File: src/hw/rtl/fno_pkg.sv
`default_nettype none
package fno_pkg;

  localparam int unsigned BeatBytesDef = 8;
  localparam int unsigned MaxBeats     = 12;
  localparam int unsigned IdBits       = 64;
  localparam int unsigned ValBits      = 31;
  localparam int unsigned IdDigits     = 20;
  localparam int unsigned ValDigits    = 10;
  localparam int unsigned ConvCycles   = IdBits;
  localparam int unsigned ConstLen     = 43;

  localparam logic [8*ConstLen-1:0] ConstText = {
    "8=FIX.4.2", 8'h01, "9=",
    8'h01, "35=D", 8'h01, "11=",
    8'h01, "54=",
    8'h01, "38=",
    8'h01, "44=",
    8'h01, "40=2", 8'h01,
    "10=",
    8'h01
  };

  typedef struct packed {
    logic [63:0] order_id;
    logic [1:0]  side;
    logic [30:0] quantity;
    logic [30:0] price;
  } order_t;

  typedef struct packed {
    logic [63:0] data_bytes;
    logic [3:0]  byte_count;
    logic        last;
  } beat_t;

  typedef enum logic [1:0] {
    ST_IDLE,
    ST_CONV,
    ST_FIN,
    ST_EMIT
  } state_e;

  typedef enum logic [3:0] {
    SEG_HDR,
    SEG_BLEN,
    SEG_MID,
    SEG_ID,
    SEG_T54,
    SEG_SIDE,
    SEG_T38,
    SEG_QTY,
    SEG_T44,
    SEG_PRICE,
    SEG_T40,
    SEG_TRL,
    SEG_SUM,
    SEG_END
  } seg_e;

  typedef struct packed {
    logic       load;
    logic       conv;
    logic       conv_lo;
    logic       fin;
    logic       emit;
    logic       final_byte;
    seg_e       seg;
    logic [4:0] idx;
  } cmd_t;

  typedef struct packed {
    logic       out_free;
    logic [4:0] n_id;
    logic [3:0] n_qty;
    logic [3:0] n_price;
  } status_t;

  function automatic logic [5:0] seg_base(seg_e seg);
    logic [5:0] b;
    unique case (seg)
      SEG_HDR: b = 6'd0;
      SEG_MID: b = 6'd12;
      SEG_T54: b = 6'd21;
      SEG_T38: b = 6'd25;
      SEG_T44: b = 6'd29;
      SEG_T40: b = 6'd33;
      SEG_TRL: b = 6'd39;
      SEG_END: b = 6'd42;
      default: b = 6'd0;
    endcase
    return b;
  endfunction

  function automatic logic [7:0] const_byte(logic [5:0] off);
    return ConstText[8*(ConstLen-1-32'(off)) +: 8];
  endfunction

endpackage
`default_nettype wire

File: src/hw/rtl/fno_ctrl.sv
`default_nettype none
module fno_ctrl
  import fno_pkg::*;
(
  input  wire logic    clk_i,
  input  wire logic    rst_ni,
  input  wire logic    in_valid_i,
  output logic         in_ready_o,
  input  wire status_t st_i,
  output cmd_t         cmd_o
);

  state_e     state_q, state_d;
  seg_e       seg_q, seg_d;
  logic [4:0] idx_q, idx_d;
  logic [5:0] cnt_q, cnt_d;
  logic [4:0] seg_len;

  always_ff @(posedge clk_i or negedge rst_ni) begin
    if (!rst_ni) begin
      state_q <= ST_IDLE;
      seg_q   <= SEG_HDR;
      idx_q   <= '0;
      cnt_q   <= '0;
    end else begin
      state_q <= state_d;
      seg_q   <= seg_d;
      idx_q   <= idx_d;
      cnt_q   <= cnt_d;
    end
  end

  always_comb begin
    unique case (seg_q)
      SEG_HDR:   seg_len = 5'd12;
      SEG_BLEN:  seg_len = 5'd2;
      SEG_MID:   seg_len = 5'd9;
      SEG_ID:    seg_len = st_i.n_id;
      SEG_T54:   seg_len = 5'd4;
      SEG_SIDE:  seg_len = 5'd1;
      SEG_T38:   seg_len = 5'd4;
      SEG_QTY:   seg_len = {1'b0, st_i.n_qty};
      SEG_T44:   seg_len = 5'd4;
      SEG_PRICE: seg_len = {1'b0, st_i.n_price};
      SEG_T40:   seg_len = 5'd6;
      SEG_TRL:   seg_len = 5'd3;
      SEG_SUM:   seg_len = 5'd3;
      SEG_END:   seg_len = 5'd1;
      default:   seg_len = 5'd1;
    endcase
  end

  always_comb begin
    state_d    = state_q;
    seg_d      = seg_q;
    idx_d      = idx_q;
    cnt_d      = cnt_q;
    in_ready_o = 1'b0;
    cmd_o      = '0;
    cmd_o.seg  = seg_q;
    cmd_o.idx  = idx_q;
    unique case (state_q)
      ST_IDLE: begin
        in_ready_o = 1'b1;
        if (in_valid_i) begin
          cmd_o.load = 1'b1;
          cnt_d      = '0;
          state_d    = ST_CONV;
        end
      end
      ST_CONV: begin
        cmd_o.conv    = 1'b1;
        cmd_o.conv_lo = (cnt_q >= 6'(ConvCycles - ValBits));
        cnt_d         = cnt_q + 6'd1;
        if (cnt_q == 6'(ConvCycles - 1)) begin
          state_d = ST_FIN;
        end
      end
      ST_FIN: begin
        cmd_o.fin = 1'b1;
        seg_d     = SEG_HDR;
        idx_d     = '0;
        state_d   = ST_EMIT;
      end
      ST_EMIT: begin
        if (st_i.out_free) begin
          cmd_o.emit = 1'b1;
          if (idx_q == seg_len - 5'd1) begin
            idx_d = '0;
            if (seg_q == SEG_END) begin
              cmd_o.final_byte = 1'b1;
              state_d          = ST_IDLE;
            end else begin
              seg_d = seg_e'(seg_q + 4'd1);
            end
          end else begin
            idx_d = idx_q + 5'd1;
          end
        end
      end
      default: state_d = ST_IDLE;
    endcase
  end

  assert property (@(posedge clk_i) disable iff (!rst_ni)
    cmd_o.emit |-> state_q == ST_EMIT && st_i.out_free)
    else $error("byte emitted while output busy");
  assert property (@(posedge clk_i) disable iff (!rst_ni)
    state_q == ST_EMIT |-> idx_q < seg_len)
    else $error("segment index out of range");
  assert property (@(posedge clk_i) disable iff (!rst_ni)
    cmd_o.final_byte |=> state_q == ST_IDLE)
    else $error("no return to idle after final byte");

endmodule
`default_nettype wire

File: src/hw/rtl/fno_dp.sv
`default_nettype none
module fno_dp
  import fno_pkg::*;
#(
  parameter int unsigned BEAT_BYTES = BeatBytesDef
) (
  input  wire logic   clk_i,
  input  wire logic   rst_ni,
  input  wire order_t in_data_i,
  input  wire cmd_t   cmd_i,
  output status_t     st_o,
  output logic        out_valid_o,
  input  wire logic   out_ready_i,
  output beat_t       out_data_o
);

  localparam int unsigned Beat     = (BEAT_BYTES > 8) ? 8 : ((BEAT_BYTES < 1) ? 1 : BEAT_BYTES);
  localparam int unsigned MaxBytes = MaxBeats * Beat;

  logic [IdBits-1:0]      id_sh_q;
  logic [ValBits-1:0]     qty_sh_q, price_sh_q;
  logic [4*IdDigits-1:0]  bcd_id_q;
  logic [4*ValDigits-1:0] bcd_qty_q, bcd_price_q;
  logic [1:0]             side_q;
  logic [4:0]             n_id_q;
  logic [3:0]             n_qty_q, n_price_q;
  logic [6:0]             blen_q;
  logic [7:0]             sum_q;
  logic [63:0]            pack_q;
  logic [3:0]             pcnt_q;
  logic [6:0]             sent_q;
  logic                   trunc_q;
  logic                   out_valid_q;
  beat_t                  out_q;

  logic                   out_free;
  logic [7:0]             cur_byte;
  logic [3:0]             digit;
  logic [4:0]             di;
  logic [3:0]             bl_t, bl_o, s_h, s_t, s_o;
  logic [7:0]             s_r;
  logic [63:0]            pack_new;
  logic [3:0]             pcnt_new;
  logic                   beat_done, last_byte;

  function automatic logic [4*IdDigits-1:0] dabble(logic [4*IdDigits-1:0] b, logic bit_in);
    logic [4*IdDigits-1:0] a;
    for (int k = 0; k < IdDigits; k++) begin
      a[4*k +: 4] = (b[4*k +: 4] >= 4'd5) ? b[4*k +: 4] + 4'd3 : b[4*k +: 4];
    end
    return {a[4*IdDigits-2:0], bit_in};
  endfunction

  function automatic logic [4:0] ndig(logic [4*IdDigits-1:0] b);
    logic [4:0] n;
    n = 5'd1;
    for (int k = 1; k < IdDigits; k++) begin
      if (b[4*k +: 4] != 4'd0) n = 5'(k + 1);
    end
    return n;
  endfunction

  assign out_free = !out_valid_q || out_ready_i;

  always_comb begin
    bl_t = '0;
    for (int k = 3; k <= 6; k++) begin
      if (blen_q >= 7'(10 * k)) bl_t = 4'(k);
    end
    bl_o = 4'(blen_q - 7'(bl_t) * 7'd10);
    s_h  = (sum_q >= 8'd200) ? 4'd2 : ((sum_q >= 8'd100) ? 4'd1 : 4'd0);
    s_r  = sum_q - 8'(s_h) * 8'd100;
    s_t  = '0;
    for (int k = 1; k <= 9; k++) begin
      if (s_r >= 8'(10 * k)) s_t = 4'(k);
    end
    s_o = 4'(s_r - 8'(s_t) * 8'd10);
  end

  always_comb begin
    di       = '0;
    digit    = '0;
    cur_byte = const_byte(seg_base(cmd_i.seg) + {1'b0, cmd_i.idx});
    unique case (cmd_i.seg)
      SEG_BLEN: begin
        digit    = (cmd_i.idx == 5'd0) ? bl_t : bl_o;
        cur_byte = {4'h3, digit};
      end
      SEG_ID: begin
        di       = n_id_q - 5'd1 - cmd_i.idx;
        digit    = bcd_id_q[4*di +: 4];
        cur_byte = {4'h3, digit};
      end
      SEG_SIDE: cur_byte = {6'b001100, side_q};
      SEG_QTY: begin
        di       = {1'b0, n_qty_q} - 5'd1 - cmd_i.idx;
        digit    = bcd_qty_q[4*di[3:0] +: 4];
        cur_byte = {4'h3, digit};
      end
      SEG_PRICE: begin
        di       = {1'b0, n_price_q} - 5'd1 - cmd_i.idx;
        digit    = bcd_price_q[4*di[3:0] +: 4];
        cur_byte = {4'h3, digit};
      end
      SEG_SUM: begin
        digit    = (cmd_i.idx == 5'd0) ? s_h : ((cmd_i.idx == 5'd1) ? s_t : s_o);
        cur_byte = {4'h3, digit};
      end
      default: ;
    endcase
  end

  always_comb begin
    pack_new  = pack_q | ({56'd0, cur_byte} << {pcnt_q, 3'b000});
    pcnt_new  = pcnt_q + 4'd1;
    last_byte = cmd_i.final_byte || (sent_q == 7'(MaxBytes - 1));
    beat_done = (pcnt_new == 4'(Beat)) || last_byte;
  end

  always_ff @(posedge clk_i) begin
    if (cmd_i.load) begin
      id_sh_q     <= in_data_i.order_id;
      qty_sh_q    <= in_data_i.quantity;
      price_sh_q  <= in_data_i.price;
      side_q      <= in_data_i.side;
      bcd_id_q    <= '0;
      bcd_qty_q   <= '0;
      bcd_price_q <= '0;
    end else if (cmd_i.conv) begin
      id_sh_q  <= {id_sh_q[IdBits-2:0], 1'b0};
      bcd_id_q <= dabble(bcd_id_q, id_sh_q[IdBits-1]);
      if (cmd_i.conv_lo) begin
        qty_sh_q    <= {qty_sh_q[ValBits-2:0], 1'b0};
        price_sh_q  <= {price_sh_q[ValBits-2:0], 1'b0};
        bcd_qty_q   <= (4*ValDigits)'(dabble({40'd0, bcd_qty_q}, qty_sh_q[ValBits-1]));
        bcd_price_q <= (4*ValDigits)'(dabble({40'd0, bcd_price_q}, price_sh_q[ValBits-1]));
      end
    end
    if (cmd_i.fin) begin
      n_id_q    <= ndig(bcd_id_q);
      n_qty_q   <= 4'(ndig({40'd0, bcd_qty_q}));
      n_price_q <= 4'(ndig({40'd0, bcd_price_q}));
      blen_q    <= 7'd27 + 7'(ndig(bcd_id_q)) + 7'(ndig({40'd0, bcd_qty_q}))
                   + 7'(ndig({40'd0, bcd_price_q}));
    end
  end

  always_ff @(posedge clk_i or negedge rst_ni) begin
    if (!rst_ni) begin
      sum_q       <= '0;
      pack_q      <= '0;
      pcnt_q      <= '0;
      sent_q      <= '0;
      trunc_q     <= 1'b0;
      out_valid_q <= 1'b0;
      out_q       <= '0;
    end else begin
      if (out_valid_q && out_ready_i) begin
        out_valid_q <= 1'b0;
      end
      if (cmd_i.load) begin
        sum_q   <= '0;
        pack_q  <= '0;
        pcnt_q  <= '0;
        sent_q  <= '0;
        trunc_q <= 1'b0;
      end else if (cmd_i.emit) begin
        if (cmd_i.seg < SEG_TRL) begin
          sum_q <= sum_q + cur_byte;
        end
        if (!trunc_q) begin
          sent_q <= sent_q + 7'd1;
          if (beat_done) begin
            out_valid_q      <= 1'b1;
            out_q.data_bytes <= pack_new;
            out_q.byte_count <= pcnt_new;
            out_q.last       <= last_byte;
            pack_q           <= '0;
            pcnt_q           <= '0;
            trunc_q          <= last_byte;
          end else begin
            pack_q <= pack_new;
            pcnt_q <= pcnt_new;
          end
        end
      end
    end
  end

  assign st_o.out_free = out_free;
  assign st_o.n_id     = n_id_q;
  assign st_o.n_qty    = n_qty_q;
  assign st_o.n_price  = n_price_q;
  assign out_valid_o   = out_valid_q;
  assign out_data_o    = out_q;

  assert property (@(posedge clk_i) disable iff (!rst_ni)
    out_valid_q |-> out_q.byte_count != 4'd0 && out_q.byte_count <= 4'(Beat))
    else $error("beat byte count out of range");
  assert property (@(posedge clk_i) disable iff (!rst_ni)
    cmd_i.load |=> sent_q == 7'd0 && !trunc_q && pcnt_q == 4'd0)
    else $error("packer not cleared on new order");
  assert property (@(posedge clk_i) disable iff (!rst_ni)
    pcnt_q < 4'(Beat))
    else $error("partial beat overflow");

endmodule
`default_nettype wire

File: src/hw/rtl/fix_new_order_encoder.sv
// flow: after the input transfer the order ID, quantity and price are converted to decimal
// bit-serially, then the message of 52 to 89 bytes is assembled one byte per cycle into
// beats while the output is free, stalling while a finished beat waits for out_ready_i;
// a new order is accepted only after the last byte of the previous message is emitted
// reset: asynchronous, clears controller, packer and output valid; no transfer pending
`default_nettype none
module fix_new_order_encoder
  import fno_pkg::*;
#(
  parameter int unsigned BEAT_BYTES = BeatBytesDef
) (
  input  wire logic   clk_i,
  input  wire logic   rst_ni,
  input  wire logic   in_valid_i,
  output logic        in_ready_o,
  input  wire order_t in_data_i,
  output logic        out_valid_o,
  input  wire logic   out_ready_i,
  output beat_t       out_data_o
);

  cmd_t    cmd;
  status_t st;

  fno_ctrl u_ctrl (
    .clk_i      (clk_i),
    .rst_ni     (rst_ni),
    .in_valid_i (in_valid_i),
    .in_ready_o (in_ready_o),
    .st_i       (st),
    .cmd_o      (cmd)
  );

  fno_dp #(
    .BEAT_BYTES (BEAT_BYTES)
  ) u_dp (
    .clk_i       (clk_i),
    .rst_ni      (rst_ni),
    .in_data_i   (in_data_i),
    .cmd_i       (cmd),
    .st_o        (st),
    .out_valid_o (out_valid_o),
    .out_ready_i (out_ready_i),
    .out_data_o  (out_data_o)
  );

endmodule
`default_nettype wire

File: config.mk
export PLATFORM = sky130hd
export DESIGN_NAME = fix_new_order_encoder
export DESIGN_NICKNAME = d
export VERILOG_FILES = /design/src/hw/rtl/fno_pkg.sv /design/src/hw/rtl/fno_ctrl.sv /design/src/hw/rtl/fno_dp.sv /design/src/hw/rtl/fix_new_order_encoder.sv
export SDC_FILE = /design/constraint.sdc
export NUM_CORES = 1
export LEC_CHECK = 0
export ABC_CLOCK_PERIOD_IN_PS = 15800
export BUFFER_PORTS_ARGS = -buffer_cell sky130_fd_sc_hd__buf_2
export CAP_MARGIN = 20
export CORE_UTILIZATION = 55
export CTS_BUF_LIST = sky130_fd_sc_hd__clkbuf_16
export DETAILED_ROUTE_END_ITERATION = 7
export PLACE_DENSITY = 0.85
export SLEW_MARGIN = 20
export SYNTH_ARGS = -nofsm -noshare
export SYNTH_HDL_FRONTEND = slang
export SYNTH_HIERARCHICAL = 1
export SYNTH_SLANG_ARGS = --single-unit
export TNS_END_PERCENT = 5
File: constraint.sdc
create_clock -name clk_i -period 15.8 [get_ports clk_i]
set_input_delay 0.79 -clock clk_i [delete_from_list [all_inputs] [get_ports clk_i]]
set_output_delay 0.79 -clock clk_i [all_outputs]
set_load 0.05 [all_outputs]
==> results.tsv <==
stage	metric	value	unit
floorplan	die-area	0.0507	mm2
floorplan	io_pins	203	
sta	fmax	143	MHz
critical_path	cp.required	16.26	ns
flow_run	drv_cap	0	
power_and_ir_drop	vdd_drop_max	0.0899	mV
critical_path	slowest_delay	0.66	ns
power_and_ir_drop	p_switching	505	uW
power_and_ir_drop	seq_power_share	0.521	
synthesis	yosysMostFrequentCell	nand2_1	
clock_network	clk_latency	0.61	ns
critical_path	rr_endpoint	u_dp/sum_q[6]	
clock_network	post_cts_buffers	0	
power_and_ir_drop	combPwrFrac	0.010	
finish	final_nets	3331	
critical_path	crit-reg2reg-launch	u_dp/sum_q[4]	
floorplan	fp.dieH	225	um
detailed_routing	drtPass1Iterations	7	
sta	fin_tns_setup	0	ns
clock_network	path_clk_slew	0.06	ns
clock_network	clk_path_buf_depth	3	
synthesis	ys_types	95	
finish	syn2layout_area_growth	11.1	%
floorplan	num_rows	81	
synthesis	synth_top_area_cell	edfxtp_1	
detailed_routing	drc_errors	0	
critical_path	startpoint	u_dp/sum_q[4]	
detailed_routing	drtIter0Drc	1987	
placed_design	post-place-cells	3657	
sta	min_period	6.97	ns
power_and_ir_drop	p_leak	0.0136	uW
sta	slew_viol_final	0	
synthesis	synth_top_area_share	0.162	
synthesis	async_flop_share	0.357	
synthesis	ys_ff_latch	479	
power_and_ir_drop	pwr-share-clk	0.469	
critical_path	cp-start-kind	register	
global_routing	track_usage	0.242	
min_path	min_path_type	in2async	
floorplan	die_w	225	um
synthesis	synth-edff-count	148	
critical_path	cp_max_fo	17	
critical_path	cpMostUsedCell	a21oi_1	
placed_design	placed_cell_area	0.0289	mm2
detailed_routing	vias	21643	
detailed_routing	routed_wl	62100	um
global_routing	grt_max_degree	96	
critical_path	cp_top_family	compound AO/OA/AOI/OAI gates	
global_routing	overflow	0	
placed_design	place_congestion	0.915	
critical_path	path_class	reg2reg	
global_routing	grt_pass1_wl	102000	um
floorplan	coreArea	0.0491	mm2
synthesis	syn_area_per_cell	9.45	um2
finish	seq_area	0.0119	mm2
synthesis	syn_nets	3189	
clock_network	numClockSinks	479	
synthesis	synthFlopType	dfrtp_1	
synthesis	synth_area	0.0274	mm2
global_routing	antenna_found_initial	0	
status	run_status	complete, no violations	
power_and_ir_drop	p_int	1930	uW
sta	rsz0062_at_grt	false	
critical_path	end_kind	register	
critical_path	reg2reg_depth	30	
critical_path	cp_num_buf_inv	2	
floorplan	initial_utilization	0.559	
clock_network	h-tree-depth	2	
sta	hold_ws	0.240	ns
detailed_routing	vias_per_cell	5.77	
clock_network	postCtsResizedCells	0	
sta	relSlewSlack	0.309	
clock_network	cts-hold-fix-buffers	0	
detailed_routing	wire_per_inst	16.6	um
detailed_routing	drtAntennaViolNets	0	
finish	layout-drive-gt1-share	0.163	
sta	setup-violations-final	0	
finish	multiInputGateArea	0.0144	mm2
power_and_ir_drop	power.total	2430	uW
placed_design	port_buffers	202	
sta	worstMarginPinSlew	1.04	ns
clock_network	cts_buffers	49	
sta	finalHoldViolCount	0	
global_routing	grt_pass1_vias	20535	
finish	insertedDiodeCount	0	
critical_path	worst-path-stages	30	
clock_network	clockRootBuffer	clkbuf_16	
clock_network	cts_tree	done	
sta	finClkSkew	0.0452	ns
synthesis	ys_seq_area_frac	0.435	
critical_path	r2r_slack	8.83	ns
critical_path	cp.arrival	7.43	ns
placed_design	hpwlAfterDp	42300	um
power_and_ir_drop	power_density	79.9	mW/mm2
synthesis	synth_common_cells	334 x nand2_1, 292 x nor2_1, 247 x a21oi_1	
finish	design_area	0.0305	mm2
synthesis	yosys-top-cells-area	edfxtp_1 16%, dfrtp_1 16%, dfxtp_1 12%	
finish	instances_no_fill	3749	
critical_path	crit_path_top_delay_cell	fa_1	
synthesis	yosysWarnings	6	
power_and_ir_drop	switching_share	0.208	
synthesis	syn_inst	2902	
sta	min_period_over_period	0.441	
finish	nFillCells	4053	
==> layout make-up <==
type                            instances  share of cell area
Clock inverter                         43              0.0121
Tap cell                              664              0.0273
Inverter                              154              0.0190
Timing Repair Buffer                  221              0.0381
Sequential cell                       479               0.391
Clock buffer                           49              0.0402
Multi-Input combinational cell       2139               0.472
==> layout by cell type, fill, tap and decap left out, drive strengths merged, types with 7 or more instances in the layout <==
master  count
nor2b      14
a21o       13
nand2     334
clkbuf     49
or3         9
and3        9
nand2b     62
nand3      74
mux2      130
clkinv     25
or2         8
buf       221
nor3b      14
o221ai      7
xor2       57
fa         12
a21oi     250
a211oi     17
and2       26
ha        143
edfxtp    148
xnor2      68
dfxtp     160
mux4       37
nor2      294
o21ai     264
a31oi      15
inv       165
o211ai     14
o22ai      42
nand4      12
nor3       57
dfrtp     171
mux2i      68
==> sequential cells by signal, summed over array words and instances, names as in the netlist, 7 cells and up <==
signal / flops
u_dp/pack_q: 64
u_dp/bcd_qty_q: 40
u_dp/out_data_o: 69
u_dp/bcd_price_q: 40
u_dp/qty_sh_q: 31
u_dp/id_sh_q: 64
u_dp/sum_q: 8
u_dp/sent_q: 7
u_dp/bcd_id_q: 80
u_dp/price_sh_q: 31
u_dp/blen_q: 7
==> how the worst max path moves through the flow <==
stage,endpoint,slack (ns)
global placement,u_dp/sum_q[6],9.36
detailed placement,u_dp/sum_q[6],9.12
floorplan,u_dp/sum_q[6],9.90
global route,u_dp/sum_q[6],8.34
CTS,u_dp/sum_q[6],8.96
finish,u_dp/sum_q[6],8.83
==> layer usage <==
metal / wire length (um) / GRT usage
met4: 1630 / 0.0783
met3: 3470 / 0.0340
met2: 30200 / 0.409
met1: 26800 / 0.321
met5: 0 / 0
==> metrics by stage <==
stage          utilization  setup WS, ns
6_report             0.621          8.83
5_1_grt              0.621          8.34
4_1_cts              0.621          8.96
3_5_place_dp         0.589          9.12
3_3_place_gp         0.589          9.36
2_1_floorplan            -          9.90
==> power by group through the flow <==
| stage | logic, uW | clock network (uW) | registers (uW) |
|---|---|---|---|
| global placement | 24.4 | 0 | 1290 |
| detailed placement | 25.3 | 0 | 1290 |
| CTS | 25.5 | 1170 | 1270 |
| global route | 27.8 | 1210 | 1270 |
| finish | 24.6 | 1140 | 1270 |
| floorplan | 0.337 | 0 | 1290 |
==> cell families (layout without fill, tap and decap cells) <==
kind of cell               Yosys count  count (layout)  share of synthesized area
buffers and inverters              284             467                     0.0418
xor gates and xnor gates           126             126                     0.0410
adders and majority gates          155             155                     0.0740
and+or+nand+nor                    938             938                      0.154
DFF                                479             479                      0.435
muxes                              235             235                      0.109
AOI/OAI and AO/OA                  685             685                      0.145
(Power assumes the default switching activity.)
